[src/rtl/core/ideq_pkg.sv]
package ideq_pkg;

	typedef enum logic [2:0] {
		CMD_PUSH_BACK  = 3'd0,
		CMD_PUSH_FRONT = 3'd1,
		CMD_POP_BACK   = 3'd2,
		CMD_POP_FRONT  = 3'd3,
		CMD_INSERT     = 3'd4,
		CMD_ERASE      = 3'd5,
		CMD_GET        = 3'd6,
		CMD_SET        = 3'd7
	} cmd_t;

	typedef enum logic [4:0] {
		ST_IDLE   = 5'b00001,
		ST_PLAN   = 5'b00010,
		ST_MOVE   = 5'b00100,
		ST_ACCESS = 5'b01000,
		ST_DONE   = 5'b10000
	} state_t;

	localparam int unsigned CMD_W  = 3;
	localparam int unsigned POS_W  = 7;
	localparam int unsigned WORD_W = 32;
	localparam int unsigned CNT_W  = 7;

endpackage

[src/rtl/core/ideq_mem.sv]
module ideq_mem #(
	parameter int unsigned DEPTH = 64,
	parameter int unsigned AW    = 6,
	parameter int unsigned DW    = 32
) (
	input  logic          clk,
	input  logic          we,
	input  logic [AW-1:0] waddr,
	input  logic [DW-1:0] wdata,
	input  logic          re,
	input  logic [AW-1:0] raddr,
	output logic [DW-1:0] rdata
);

	logic [DW-1:0] mem_q [DEPTH];
	logic [DW-1:0] rdata_q;

	always_ff @(posedge clk) begin
		if (we) begin
			mem_q[waddr] <= wdata;
		end
	end

	always_ff @(posedge clk) begin
		if (re) begin
			rdata_q <= mem_q[raddr];
		end
	end

	assign rdata = rdata_q;

endmodule

[src/rtl/core/indexed_double_ended_array.sv]
// Ordered list of up to CAPACITY signed 32-bit words with push/pop at both
// ends, insert/erase at an index and get/set at an index. One transfer in
// gives one transfer out. The words live in a simple dual-port memory (one
// write and one registered read per cycle), so the cost of an item is set by
// how many words it moves: get, set, pops and pushes with room move none,
// an insert, an erase or a recentring push moves N words (N <= CAPACITY - 1),
// and any wait on out_stall adds to it. The next transfer in can be taken
// while the result is shown, even while that result still waits to be taken.
// Failing commands leave the list unchanged; a failed get returns -1.
module indexed_double_ended_array
	import ideq_pkg::*;
#(
	parameter int unsigned CAPACITY = 64
) (
	input  logic                     clk,
	input  logic                     arst_n,
	input  logic                     in_valid,
	output logic                     in_stall,
	input  logic [CMD_W-1:0]         command,
	input  logic [POS_W-1:0]         position,
	input  logic signed [WORD_W-1:0] word_in,
	output logic                     out_valid,
	input  logic                     out_stall,
	output logic                     ok,
	output logic signed [WORD_W-1:0] word_out,
	output logic [CNT_W-1:0]         count
);

	localparam int unsigned AW = (CAPACITY > 1) ? $clog2(CAPACITY) : 1;
	localparam int unsigned CW = $clog2(CAPACITY + 1);
	localparam int unsigned PW = (CW > POS_W) ? CW : POS_W;
	localparam logic [CW-1:0] CAP_C  = CW'(CAPACITY);
	localparam logic [CW-1:0] HALF_C = CW'(CAPACITY / 2);
	localparam logic [CW-1:0] ONE_C  = CW'(1);

	state_t state_q;

	cmd_t              cmd_q;
	logic [POS_W-1:0]  pos_q;
	logic [WORD_W-1:0] word_q;
	logic [CW-1:0]     head_q;
	logic [CW-1:0]     count_q;

	// plan of the current item
	logic          okp_q;
	logic          wr_q;
	logic [AW-1:0] waddr_q;
	logic          rd_q;
	logic [AW-1:0] raddr_q;
	logic          rfail_q;

	// block mover
	logic [CW-1:0] rd_ptr_q;
	logic [CW-1:0] wr_ptr_q;
	logic [CW-1:0] rem_q;
	logic          desc_q;
	logic          wpend_s1;

	logic              out_valid_q;
	logic              ok_q;
	logic [WORD_W-1:0] word_out_q;
	logic [CNT_W-1:0]  count_out_q;

	logic              mem_we;
	logic [AW-1:0]     mem_waddr;
	logic [WORD_W-1:0] mem_wdata;
	logic              mem_re;
	logic [AW-1:0]     mem_raddr;
	logic [WORD_W-1:0] mem_rdata;

	// plan logic
	logic [PW-1:0]   pos_x;
	logic [PW-1:0]   cnt_x;
	logic [CW-1:0]   pos_c;
	logic            full;
	logic            empty;
	logic            tail_zero;
	logic [CW-1:0]   cap_less;
	logic [CW-1:0]   pb_head;
	logic [CW-1:0]   pf_base;
	logic [CW:0]     two_i;
	logic [CW:0]     cnt_m1;
	logic            do_back;
	logic            do_front;
	logic            p_ok;
	logic            p_move;
	logic [CW-1:0]   p_src;
	logic [CW-1:0]   p_dst;
	logic [CW-1:0]   p_len;
	logic            p_desc;
	logic            p_write;
	logic [CW-1:0]   p_waddr;
	logic            p_read;
	logic [CW-1:0]   p_raddr;
	logic            p_rfail;
	logic [CW-1:0]   p_head;
	logic [CW-1:0]   p_count;
	logic            out_free;

	assign pos_x     = PW'(pos_q);
	assign cnt_x     = PW'(count_q);
	assign pos_c     = CW'(pos_x);
	assign full      = (count_q == CAP_C);
	assign empty     = (count_q == '0);
	assign tail_zero = ((head_q + count_q) == CAP_C);
	assign cap_less  = CAP_C - count_q;
	assign pb_head   = cap_less >> 1;
	assign pf_base   = CW'(({1'b0, cap_less} + (CW+1)'(1)) >> 1);
	assign two_i     = {pos_c, 1'b0};
	assign cnt_m1    = {1'b0, count_q - ONE_C};

	always_comb begin
		do_back  = 1'b0;
		do_front = 1'b0;
		p_ok     = 1'b0;
		p_move   = 1'b0;
		p_src    = head_q;
		p_dst    = head_q;
		p_len    = '0;
		p_desc   = 1'b0;
		p_write  = 1'b0;
		p_waddr  = head_q;
		p_read   = 1'b0;
		p_raddr  = head_q;
		p_rfail  = 1'b0;
		p_head   = head_q;
		p_count  = count_q;
		case (cmd_q)
			CMD_PUSH_BACK: begin
				do_back = 1'b1;
			end
			CMD_PUSH_FRONT: begin
				do_front = 1'b1;
			end
			CMD_POP_BACK: begin
				if (!empty) begin
					p_ok    = 1'b1;
					p_count = count_q - ONE_C;
					p_head  = (count_q == ONE_C) ? HALF_C : head_q;
				end
			end
			CMD_POP_FRONT: begin
				if (!empty) begin
					p_ok    = 1'b1;
					p_count = count_q - ONE_C;
					p_head  = (count_q == ONE_C) ? HALF_C : head_q + ONE_C;
				end
			end
			CMD_INSERT: begin
				if (pos_x <= cnt_x && !full) begin
					if (pos_x == '0) begin
						do_front = 1'b1;
					end else if (pos_x == cnt_x) begin
						do_back = 1'b1;
					end else begin
						p_ok    = 1'b1;
						p_move  = 1'b1;
						p_write = 1'b1;
						p_count = count_q + ONE_C;
						if ((two_i <= cnt_m1 || tail_zero) && head_q != '0) begin
							p_head  = head_q - ONE_C;
							p_src   = head_q;
							p_dst   = head_q - ONE_C;
							p_len   = pos_c;
							p_waddr = head_q - ONE_C + pos_c;
						end else begin
							p_src   = head_q + pos_c;
							p_dst   = head_q + pos_c + ONE_C;
							p_len   = count_q - pos_c;
							p_desc  = 1'b1;
							p_waddr = head_q + pos_c;
						end
					end
				end
			end
			CMD_ERASE: begin
				if (pos_x < cnt_x) begin
					p_ok    = 1'b1;
					p_move  = 1'b1;
					p_count = count_q - ONE_C;
					if (two_i < cnt_m1) begin
						p_src  = head_q;
						p_dst  = head_q + ONE_C;
						p_len  = pos_c;
						p_desc = 1'b1;
						p_head = head_q + ONE_C;
					end else begin
						p_src = head_q + pos_c + ONE_C;
						p_dst = head_q + pos_c;
						p_len = count_q - ONE_C - pos_c;
					end
					if (count_q == ONE_C) begin
						p_head = HALF_C;
					end
				end
			end
			CMD_GET: begin
				if (pos_x < cnt_x) begin
					p_ok    = 1'b1;
					p_read  = 1'b1;
					p_raddr = head_q + pos_c;
				end else begin
					p_rfail = 1'b1;
				end
			end
			CMD_SET: begin
				if (pos_x < cnt_x) begin
					p_ok    = 1'b1;
					p_write = 1'b1;
					p_waddr = head_q + pos_c;
				end
			end
			default: begin
			end
		endcase

		if (do_back && !full) begin
			p_ok    = 1'b1;
			p_write = 1'b1;
			p_count = count_q + ONE_C;
			if (tail_zero) begin
				p_move  = 1'b1;
				p_src   = head_q;
				p_dst   = pb_head;
				p_len   = count_q;
				p_desc  = (pb_head > head_q);
				p_head  = pb_head;
				p_waddr = pb_head + count_q;
			end else begin
				p_waddr = head_q + count_q;
			end
		end

		if (do_front && !full) begin
			p_ok    = 1'b1;
			p_write = 1'b1;
			p_count = count_q + ONE_C;
			if (head_q == '0) begin
				p_move  = 1'b1;
				p_src   = head_q;
				p_dst   = pf_base;
				p_len   = count_q;
				p_desc  = 1'b1;
				p_head  = pf_base - ONE_C;
				p_waddr = pf_base - ONE_C;
			end else begin
				p_head  = head_q - ONE_C;
				p_waddr = head_q - ONE_C;
			end
		end
	end

	assign out_free = !out_valid_q || !out_stall;

	// memory port: the mover owns it in ST_MOVE, the final access in ST_ACCESS.
	// Copy direction is picked so that no read meets an entry already overwritten.
	always_comb begin
		mem_we    = 1'b0;
		mem_waddr = wr_ptr_q[AW-1:0];
		mem_wdata = mem_rdata;
		mem_re    = 1'b0;
		mem_raddr = rd_ptr_q[AW-1:0];
		case (state_q)
			ST_MOVE: begin
				mem_we = wpend_s1;
				mem_re = (rem_q != '0);
			end
			ST_ACCESS: begin
				mem_we    = wr_q;
				mem_waddr = waddr_q;
				mem_wdata = word_q;
				mem_re    = rd_q;
				mem_raddr = raddr_q;
			end
			default: begin
			end
		endcase
	end

	always_ff @(posedge clk or negedge arst_n) begin
		if (!arst_n) begin
			state_q  <= ST_IDLE;
			head_q   <= HALF_C;
			count_q  <= '0;
			wpend_s1 <= 1'b0;
			rem_q    <= '0;
		end else begin
			case (state_q)
				ST_IDLE: begin
					if (in_valid) begin
						state_q <= ST_PLAN;
					end
				end
				ST_PLAN: begin
					head_q  <= p_head;
					count_q <= p_count;
					rem_q   <= p_move ? p_len : '0;
					state_q <= (p_move && p_len != '0) ? ST_MOVE : ST_ACCESS;
				end
				ST_MOVE: begin
					if (rem_q != '0) begin
						rem_q    <= rem_q - ONE_C;
						wpend_s1 <= 1'b1;
					end else begin
						wpend_s1 <= 1'b0;
						if (!wpend_s1) begin
							state_q <= ST_ACCESS;
						end
					end
				end
				ST_ACCESS: begin
					state_q <= ST_DONE;
				end
				ST_DONE: begin
					if (out_free) begin
						state_q <= ST_IDLE;
					end
				end
				default: begin
					state_q <= ST_IDLE;
				end
			endcase
		end
	end

	always_ff @(posedge clk) begin
		if (state_q == ST_IDLE && in_valid) begin
			cmd_q  <= cmd_t'(command);
			pos_q  <= position;
			word_q <= word_in;
		end
		if (state_q == ST_PLAN) begin
			okp_q    <= p_ok;
			wr_q     <= p_write;
			waddr_q  <= p_waddr[AW-1:0];
			rd_q     <= p_read;
			raddr_q  <= p_raddr[AW-1:0];
			rfail_q  <= p_rfail;
			desc_q   <= p_desc;
			rd_ptr_q <= p_desc ? p_src + p_len - ONE_C : p_src;
			wr_ptr_q <= p_desc ? p_dst + p_len - ONE_C : p_dst;
		end
		if (state_q == ST_MOVE) begin
			if (rem_q != '0) begin
				rd_ptr_q <= desc_q ? rd_ptr_q - ONE_C : rd_ptr_q + ONE_C;
			end
			if (wpend_s1) begin
				wr_ptr_q <= desc_q ? wr_ptr_q - ONE_C : wr_ptr_q + ONE_C;
			end
		end
	end

	always_ff @(posedge clk or negedge arst_n) begin
		if (!arst_n) begin
			out_valid_q <= 1'b0;
		end else if (state_q == ST_DONE && out_free) begin
			out_valid_q <= 1'b1;
		end else if (!out_stall) begin
			out_valid_q <= 1'b0;
		end
	end

	always_ff @(posedge clk) begin
		if (state_q == ST_DONE && out_free) begin
			ok_q        <= okp_q;
			word_out_q  <= rd_q ? mem_rdata : (rfail_q ? '1 : '0);
			count_out_q <= CNT_W'(count_q);
		end
	end

	ideq_mem #(
		.DEPTH (CAPACITY),
		.AW    (AW),
		.DW    (WORD_W)
	) u_mem (
		.clk   (clk),
		.we    (mem_we),
		.waddr (mem_waddr),
		.wdata (mem_wdata),
		.re    (mem_re),
		.raddr (mem_raddr),
		.rdata (mem_rdata)
	);

	assign in_stall  = (state_q != ST_IDLE);
	assign out_valid = out_valid_q;
	assign ok        = ok_q;
	assign word_out  = word_out_q;
	assign count     = count_out_q;

endmodule
[config.mk]
export PLATFORM = sky130hd
export DESIGN_NAME = indexed_double_ended_array
export DESIGN_NICKNAME = d
export VERILOG_FILES = /design/src/rtl/core/ideq_pkg.sv /design/src/rtl/core/ideq_mem.sv /design/src/rtl/core/indexed_double_ended_array.sv
export SDC_FILE = /design/constraint.sdc
export NUM_CORES = 2
export LEC_CHECK = 0
export BUFFER_PORTS_ARGS = -buffer_cell sky130_fd_sc_hd__buf_2
export CORE_MARGIN = 3
export CORE_UTILIZATION = 55
export CTS_BUF_LIST = sky130_fd_sc_hd__clkbuf_16
export CTS_CLUSTER_SIZE = 16
export DETAILED_ROUTE_END_ITERATION = 10
export HOLD_SLACK_MARGIN = 0.05
export PLACE_DENSITY = 0.72
export SYNTH_ARGS = -nofsm -noshare
export SYNTH_HDL_FRONTEND = slang
export SYNTH_HIERARCHICAL = 1
export SYNTH_SLANG_ARGS = --single-unit
export TNS_END_PERCENT = 50
[constraint.sdc]
create_clock -name clk -period 11.62 [get_ports clk]
set_input_delay 2.324 -clock clk [delete_from_list [all_inputs] [get_ports clk]]
set_output_delay 2.324 -clock clk [all_outputs]
set_load 0.02 [all_outputs]
# [Yosys cells after proc, flatten, opt, wreduce, memory -nomap -nowiden]
# Memories as Yosys holds them, arrays and structs flattened. A register that Yosys moved wholly into a read port is not among the register bits.
# Index checks and enable logic that the tools add are counted.
[op_classes] addsub=23 n_mul=0 div_mod_pow=0 n_lt_le_gt_ge=5 n_eq_ne=28 shifts=0 muxes=129 bitwise_logic=0 n_reduce_logical=27
[op_table] operator="$mux 7" count=64
[op_table] operator="$mux 32" count=3
[op_table] operator="$mux 6" count=11
[op_table] operator="$pmux 7 s2" count=4
[op_table] operator="$sub 7x1->7 const B" count=8
[op_table] operator="$add 7x1->7 const B" count=5
[op_table] operator="$mux 1" count=30
[op_table] operator="$add 7x7->7" count=4
[op_table] operator="$pmux 7 s4" count=1
[op_table] operator="$pmux 5 s5" count=1
[op_table] operator="$logic_not 7->1" count=3
[op_table] operator="$pmux 7 s3" count=1
[op_table] operator="$reduce_bool 7->1" count=3
[op_table] operator="$mux 5" count=4
[op_table] operator="$ne 4x4->1 const B" count=4
[op_table] operator="$eq 7x7->1 const B" count=2
[op_table] operator="$pmux 1 s2" count=7
[op_table] operator="$sub 7x7->7" count=2
[op_table] operator="$add 6x6->6" count=2
[op_table] operator="$eq 3x3->1 const B" count=4
[op_table] operator="$pmux 6 s2" count=1
[op_table] operator="$ne 2x2->1 const B" count=5
[op_table] operator="$add 7x1->8 const B" count=1
[op_table] operator="$le 8x7->1" count=1
[op_table] operator="other kinds (30)" count=41
[word_totals] reg_bits=141 latch_bits=0 mem_bits_rw=2048 romBits=0 out_inout_bits=42 word_cells=234 mem_count=1
[memory_table] name="u_mem.mem_q" depth=64 width=32 rd=1 rd_ports_with_merged_regs=1 wr=1 line="ideq_mem.sv:15" source="logic [DW-1:0] mem_q [DEPTH];"

# [Longest topological paths before layout]
[logic_depth] depth_word=19 ltp_mapped=33 ltp_nobuf=28

# [Hierarchy]
# The synthesis kept the hierarchy.
[modules_own_cells] mod="ideq_mem" n_inst=1 cells_each=3511 area_each_um2=79359.9
[modules_own_cells] mod="indexed_double_ended_array" n_inst=1 cells_each=1246 area_each_um2=11104.4

# [Least setup slack after synthesis]
# Ideal clock, no wire load.
[synth_path] path_type="reg-to-reg" startpoint="register count_q[1], in the netlist cnt_x[1]" endpoint="register wr_ptr_q[5]" setup_time_ns=0.175 arrival_time_ns=5.880 required_ns=11.445 path_slack_ns=5.565 path_stages_with_launch=33 n_path_buf=4 period_less_slack_ns=6.055 cell_sequence="dfrtp_1 clkbuf_1 inv_1 ha_1 clkbuf_1 nand2_1 or2_0 clkbuf_1 nand2_1 inv_2 ha_1 and2_1 a311o_1 o21ai_4 o21ai_4 clkbuf_1 mux2i_1 a211o_1 a211oi_1 nor2_1 ha_1 inv_1 ha_1 inv_1 fa_1 nor2b_1 o21ai_0 nand2b_1 xnor2_1 nand2b_1 mux2_2 xnor2_1 a22oi_1"
[synth_between] elab_chain_cells=19 elab_cells_between_ends=65
[synth_rtl] item="start, declared" line="indexed_double_ended_array.sv:42" source="logic [CW-1:0] count_q;"
[synth_rtl] item="start signal, assigned" line="indexed_double_ended_array.sv:296" source="count_q <= p_count;"
[synth_rtl] item="$sub 7x1->7 / $add 7x7->7 (equally long branches)"
[synth_rtl] item="$le 8x7->1 / $eq 7x7->1 (equally long branches)" line="indexed_double_ended_array.sv:160, indexed_double_ended_array.sv:105"
[synth_rtl] item="$logic_or 1x1->1" line="indexed_double_ended_array.sv:160" source="if ((two_i <= cnt_m1 || tail_zero) && head_q != '0) begin"
[synth_rtl] item="$logic_and 1x1->1" line="indexed_double_ended_array.sv:160"
[synth_rtl] item="$mux 7" line="indexed_double_ended_array.sv:160"
[synth_rtl] item="$mux 7" line="indexed_double_ended_array.sv:153" source="end else if (pos_x == cnt_x) begin"
[synth_rtl] item="$mux 7" line="indexed_double_ended_array.sv:151" source="if (pos_x == '0) begin"
[synth_rtl] item="$mux 7" line="indexed_double_ended_array.sv:150" source="if (pos_x <= cnt_x && !full) begin"
[synth_rtl] item="(+3 left out)"
[synth_rtl] item="$mux 7" line="indexed_double_ended_array.sv:238" source="if (head_q == '0) begin"
[synth_rtl] item="$mux 7" line="indexed_double_ended_array.sv:234" source="if (do_front && !full) begin"
[synth_rtl] item="$add 7x7->7" line="indexed_double_ended_array.sv:341" source="wr_ptr_q <= p_desc ? p_dst + p_len - ONE_C : p_dst;"
[synth_rtl] item="$sub 7x1->7" line="indexed_double_ended_array.sv:341"
[synth_rtl] item="$mux 7 (*)" line="indexed_double_ended_array.sv:341"
[synth_rtl] item="$mux 7 (*)" line="indexed_double_ended_array.sv:332" source="if (state_q == ST_PLAN) begin"
[synth_rtl] item="$mux 7" line="indexed_double_ended_array.sv:347" source="if (wpend_s1) begin"
[synth_rtl] item="$mux 7 (*)" line="indexed_double_ended_array.sv:343" source="if (state_q == ST_MOVE) begin"
[synth_rtl] item="end signal, assigned" line="indexed_double_ended_array.sv:341"
[synth_rtl] item="end signal, assigned" line="indexed_double_ended_array.sv:348" source="wr_ptr_q <= desc_q ? wr_ptr_q - ONE_C : wr_ptr_q + ONE_C;"
[synth_rtl] item="end, declared" line="indexed_double_ended_array.sv:54" source="logic [CW-1:0] wr_ptr_q;"
# Mark *: on every way between the ends. The rest lies on a longest branch, timed or not.
# A chain may end at the register's enable or synchronous reset.

# [Final worst setup path]
[layout_path] startpoint="register count_q[0], in the netlist cnt_x[0]" endpoint="register wr_ptr_q[5]"
# Same word-level chain as after synthesis.

==> impl_results.md <==
* Hold WC Path Type: register to register
* Status: finished clean
* Final Setup Violations at 0
* Most used DFF post-synth: edfxtp_1
* WP data arrival at 8.38 ns
* Number of clock sinks at 2219
* Post-Place Setup Slack at approximately 4.3 ns
* CTS H-Tree Depth at 4
* Share of flip-flops with an asynchronous set or reset at 0.0126
* Post-synth EDFFs at 2179
* Final Hold Viols at 0
* DRC Markers at 0
* Num ports at 88
* Die area at 0.169 mm²
* Synthesized Nets at slightly below 5000
* DIE WIDTH at 412 µm
* Most common cell after layout, fill and taps aside: edfxtp_1
* Area Growth Syn to Fin at 11.0%
* Internal power at roughly 16 mW
* Port buffer count at 87
* FP Rows at between 100 and 150
* Min cycle time layout at between 7 and 8 ns
* Placer Congestion at between 0.9 and 1
* Drt wl/cell at ~32 µm
* Cells after synthesis at roughly 4800
* Number of setup buffers added after CTS at 0
* Post-DP Area at between 0.09 and 0.1 mm²
* Antenna Nets Post-Route at 0
* Detailed Routing Iterations Pass 1 at 8
* Worst clock skew at ~0.055 ns
* Die height at roughly 410 µm
* Clk network pwr share at 0.257
* Post-Syn Area at roughly 0.090 mm²
* Critical path capture point type: register
* Root buffer cell: clkbuf_16
* Power consumption at ~25 mW
* Setup crit start kind: register
* Resize count post-CTS at 0
* Hold slack at ~0.43 ns
* GRT overflow at 0
* Max Clock Freq at around 0.13 GHz
* Fillcell total at ~11000
* Final slew viol count at 0
* CTS tree: built
* Clk_lat worst skew at between 0.8 and 0.9 ns
* Final setup TNS at 0 ns
* Yosys warns at 6
* DR iter-0 viols at just under 7000
* Num CTS Buffers at 210
* Worst-path fanout max at 17
* Final Util at 0.616
* Share of layout cells above drive strength 1 at 0.218
* Worst-Margin Slew at between 1 and 1.5 ns
* Critical Path RT at roughly 12 ns
* GRT Resource Usage Total at 0.280
* Reg power frac at 0.380
* Starting Density at 0.555
* Cts hold-fix bufs at 0
* Post-layout net count at about 5100
* Peak supply drop at 0.233 mV
* Switching power total at 8.98 mW
* Pwr Density at about 250 mW/mm²
* Synth unique cells at 95
* Area occupied by registers at about 0.066 mm²
* Routed WL at 235000 µm
* Mean area per synthesized cell at ~19 µm²
* Initial antenna violation count at 9
* Via Count at ~49000
* Pin count of the biggest net entering global routing at between 100 and 150
* RSZ-0062 raised after global routing: false
* Comb power frac at 0.363
* Post-Layout Cell Count at just over 7000
* Post-route setup slack at around 4 ns
* Drt via density at 6.67
* Core Region at 0.163 mm²
* Seq/Total Area, Yosys at 0.734
* Maximum clock insertion buffer count at 3
* Most used cells in the layout excluding fill and tap cells: 2179 x edfxtp_1, 446 x mux4_2, 210 x clkbuf_16
* Critical path class: register to register
* Final Cell Area at 0.100 mm²
* Multi-input logic area at ~0.023 mm²
* Maxcap violations at 0
* Sw Share at 0.353
* First-pass GRT wire length at 342000 µm
* Slew headroom at 0.120
* #FFs+latches synth at ~2200
* Vias in the first global route at between 40000 and 50000
* Fin crit share at 0.654
* Lkg Pwr at 32.1 nW
* Placed Cells at 6888
* Clk pin slew, worst setup/hold paths at ~0.060 ns
* DP HPWL at roughly 130000 µm
## per-layer routing
metal / share of wire / vias up / global-route usage
met4: 0.030 / 4 / 0.0860
met1: 0.40 / 25458 / 0.412
met3: 0.10 / 432 / 0.0578
met5: 0.000098 / - / 0
li1: - / 19875 / -
met2: 0.47 / 2798 / 0.429
## power groups by stage
stage | registers (mW) | logic [mW] | clock network [mW]
detailed placement | 9.84 | 9.09 | 0
global placement | 9.84 | 9.02 | 0
global route | 9.69 | 9.82 | 6.95
CTS | 9.67 | 9.13 | 6.62
floorplan | 9.73 | 6.29 | 0
finish | 9.68 | 9.23 | 6.54
## cells in the mapped netlist (all sizes together) (23+ instances only)
library cell / number / area [µm²]
dfrtp: 26 / 651
inv: 74 / 278
edfxtp: 2179 / 65400
o22ai: 54 / 338
mux2i: 202 / 2020
nand2: 200 / 753
nor2b: 23 / 144
mux2: 51 / 574
o21ai: 113 / 588
buf: 140 / 1050
clkbuf: 132 / 498
nand3: 79 / 395
nor3: 35 / 180
a22oi: 135 / 1010
a211oi: 35 / 268
xnor2: 55 / 482
nor2: 180 / 678
mux4: 446 / 10000
o211ai: 26 / 195
a31oi: 32 / 200
a21oi: 111 / 559
ha: 76 / 951
xor2: 28 / 245
## critical path: stages (launching register included)
cell	delay (ns)
dfrtp_1	0.76
inv_1	0.25
ha_1	0.38
nand2_1	0.23
or2_0	0.41
nand2_1	0.19
inv_2	0.18
ha_1	0.27
and2_1	0.17
a311oi_1	0.37
a21boi_1	0.21
a21oi_2	0.79
nor2_1	0.21
a221oi_1	0.83
ha_1	0.37
inv_1	0.06
ha_1	0.16
inv_1	0.07
fa_1	0.44
nor2b_1	0.17
o21ai_0	0.10
nand2b_1	0.09
xnor2_1	0.07
nand2b_1	0.13
mux2_2	0.28
xnor2_1	0.12
a22oi_1	0.19
## path summary, 6_finish.rpt
kind	cells after the start	from	slack (ns)	endpoint
setup / recovery	26	cnt_x[0]	4.02	wr_ptr_q[5]
hold / removal	0	okp_q	0.43	ok
setup reg to reg	26	cnt_x[0]	4.02	wr_ptr_q[5]
hold reg to reg	0	okp_q	0.43	ok
max in group asynchronous	1	arst_n	9.50	head_q[6]
min in group asynchronous	1	arst_n	1.58	rem_q[5]
## sequential cells by signal (all words and copies together), names as in the netlist, 7 cells and up
register,cells
pos_c,7
cnt_x,7
count,7
word_q,32
u_mem/mem_q,2048
word_out,32
u_mem/rdata,32
rem_q,7
head_q,7
## cells by family after synthesis
family          Yosys count  synth area share
buf+inv                 348            0.0203
fa+ha+maj                86            0.0127
compound gates          689            0.0526
flops                  2219             0.734
simple gates            632            0.0326
xor+xnor                 84           0.00828
mux                     699             0.140
## cell type report
cell class | instances | area share
inverter | 76 | 0.00284
antenna | 2 | 0.0000498
tap | 2175 | 0.0271
timing repair buffer | 228 | 0.0156
sequential | 2219 | 0.661
clock buffer | 210 | 0.0523
clock inverter | 177 | 0.0134
multi-input combinational | 2190 | 0.228
No activity file was read; power rests on OpenSTA's default activity.
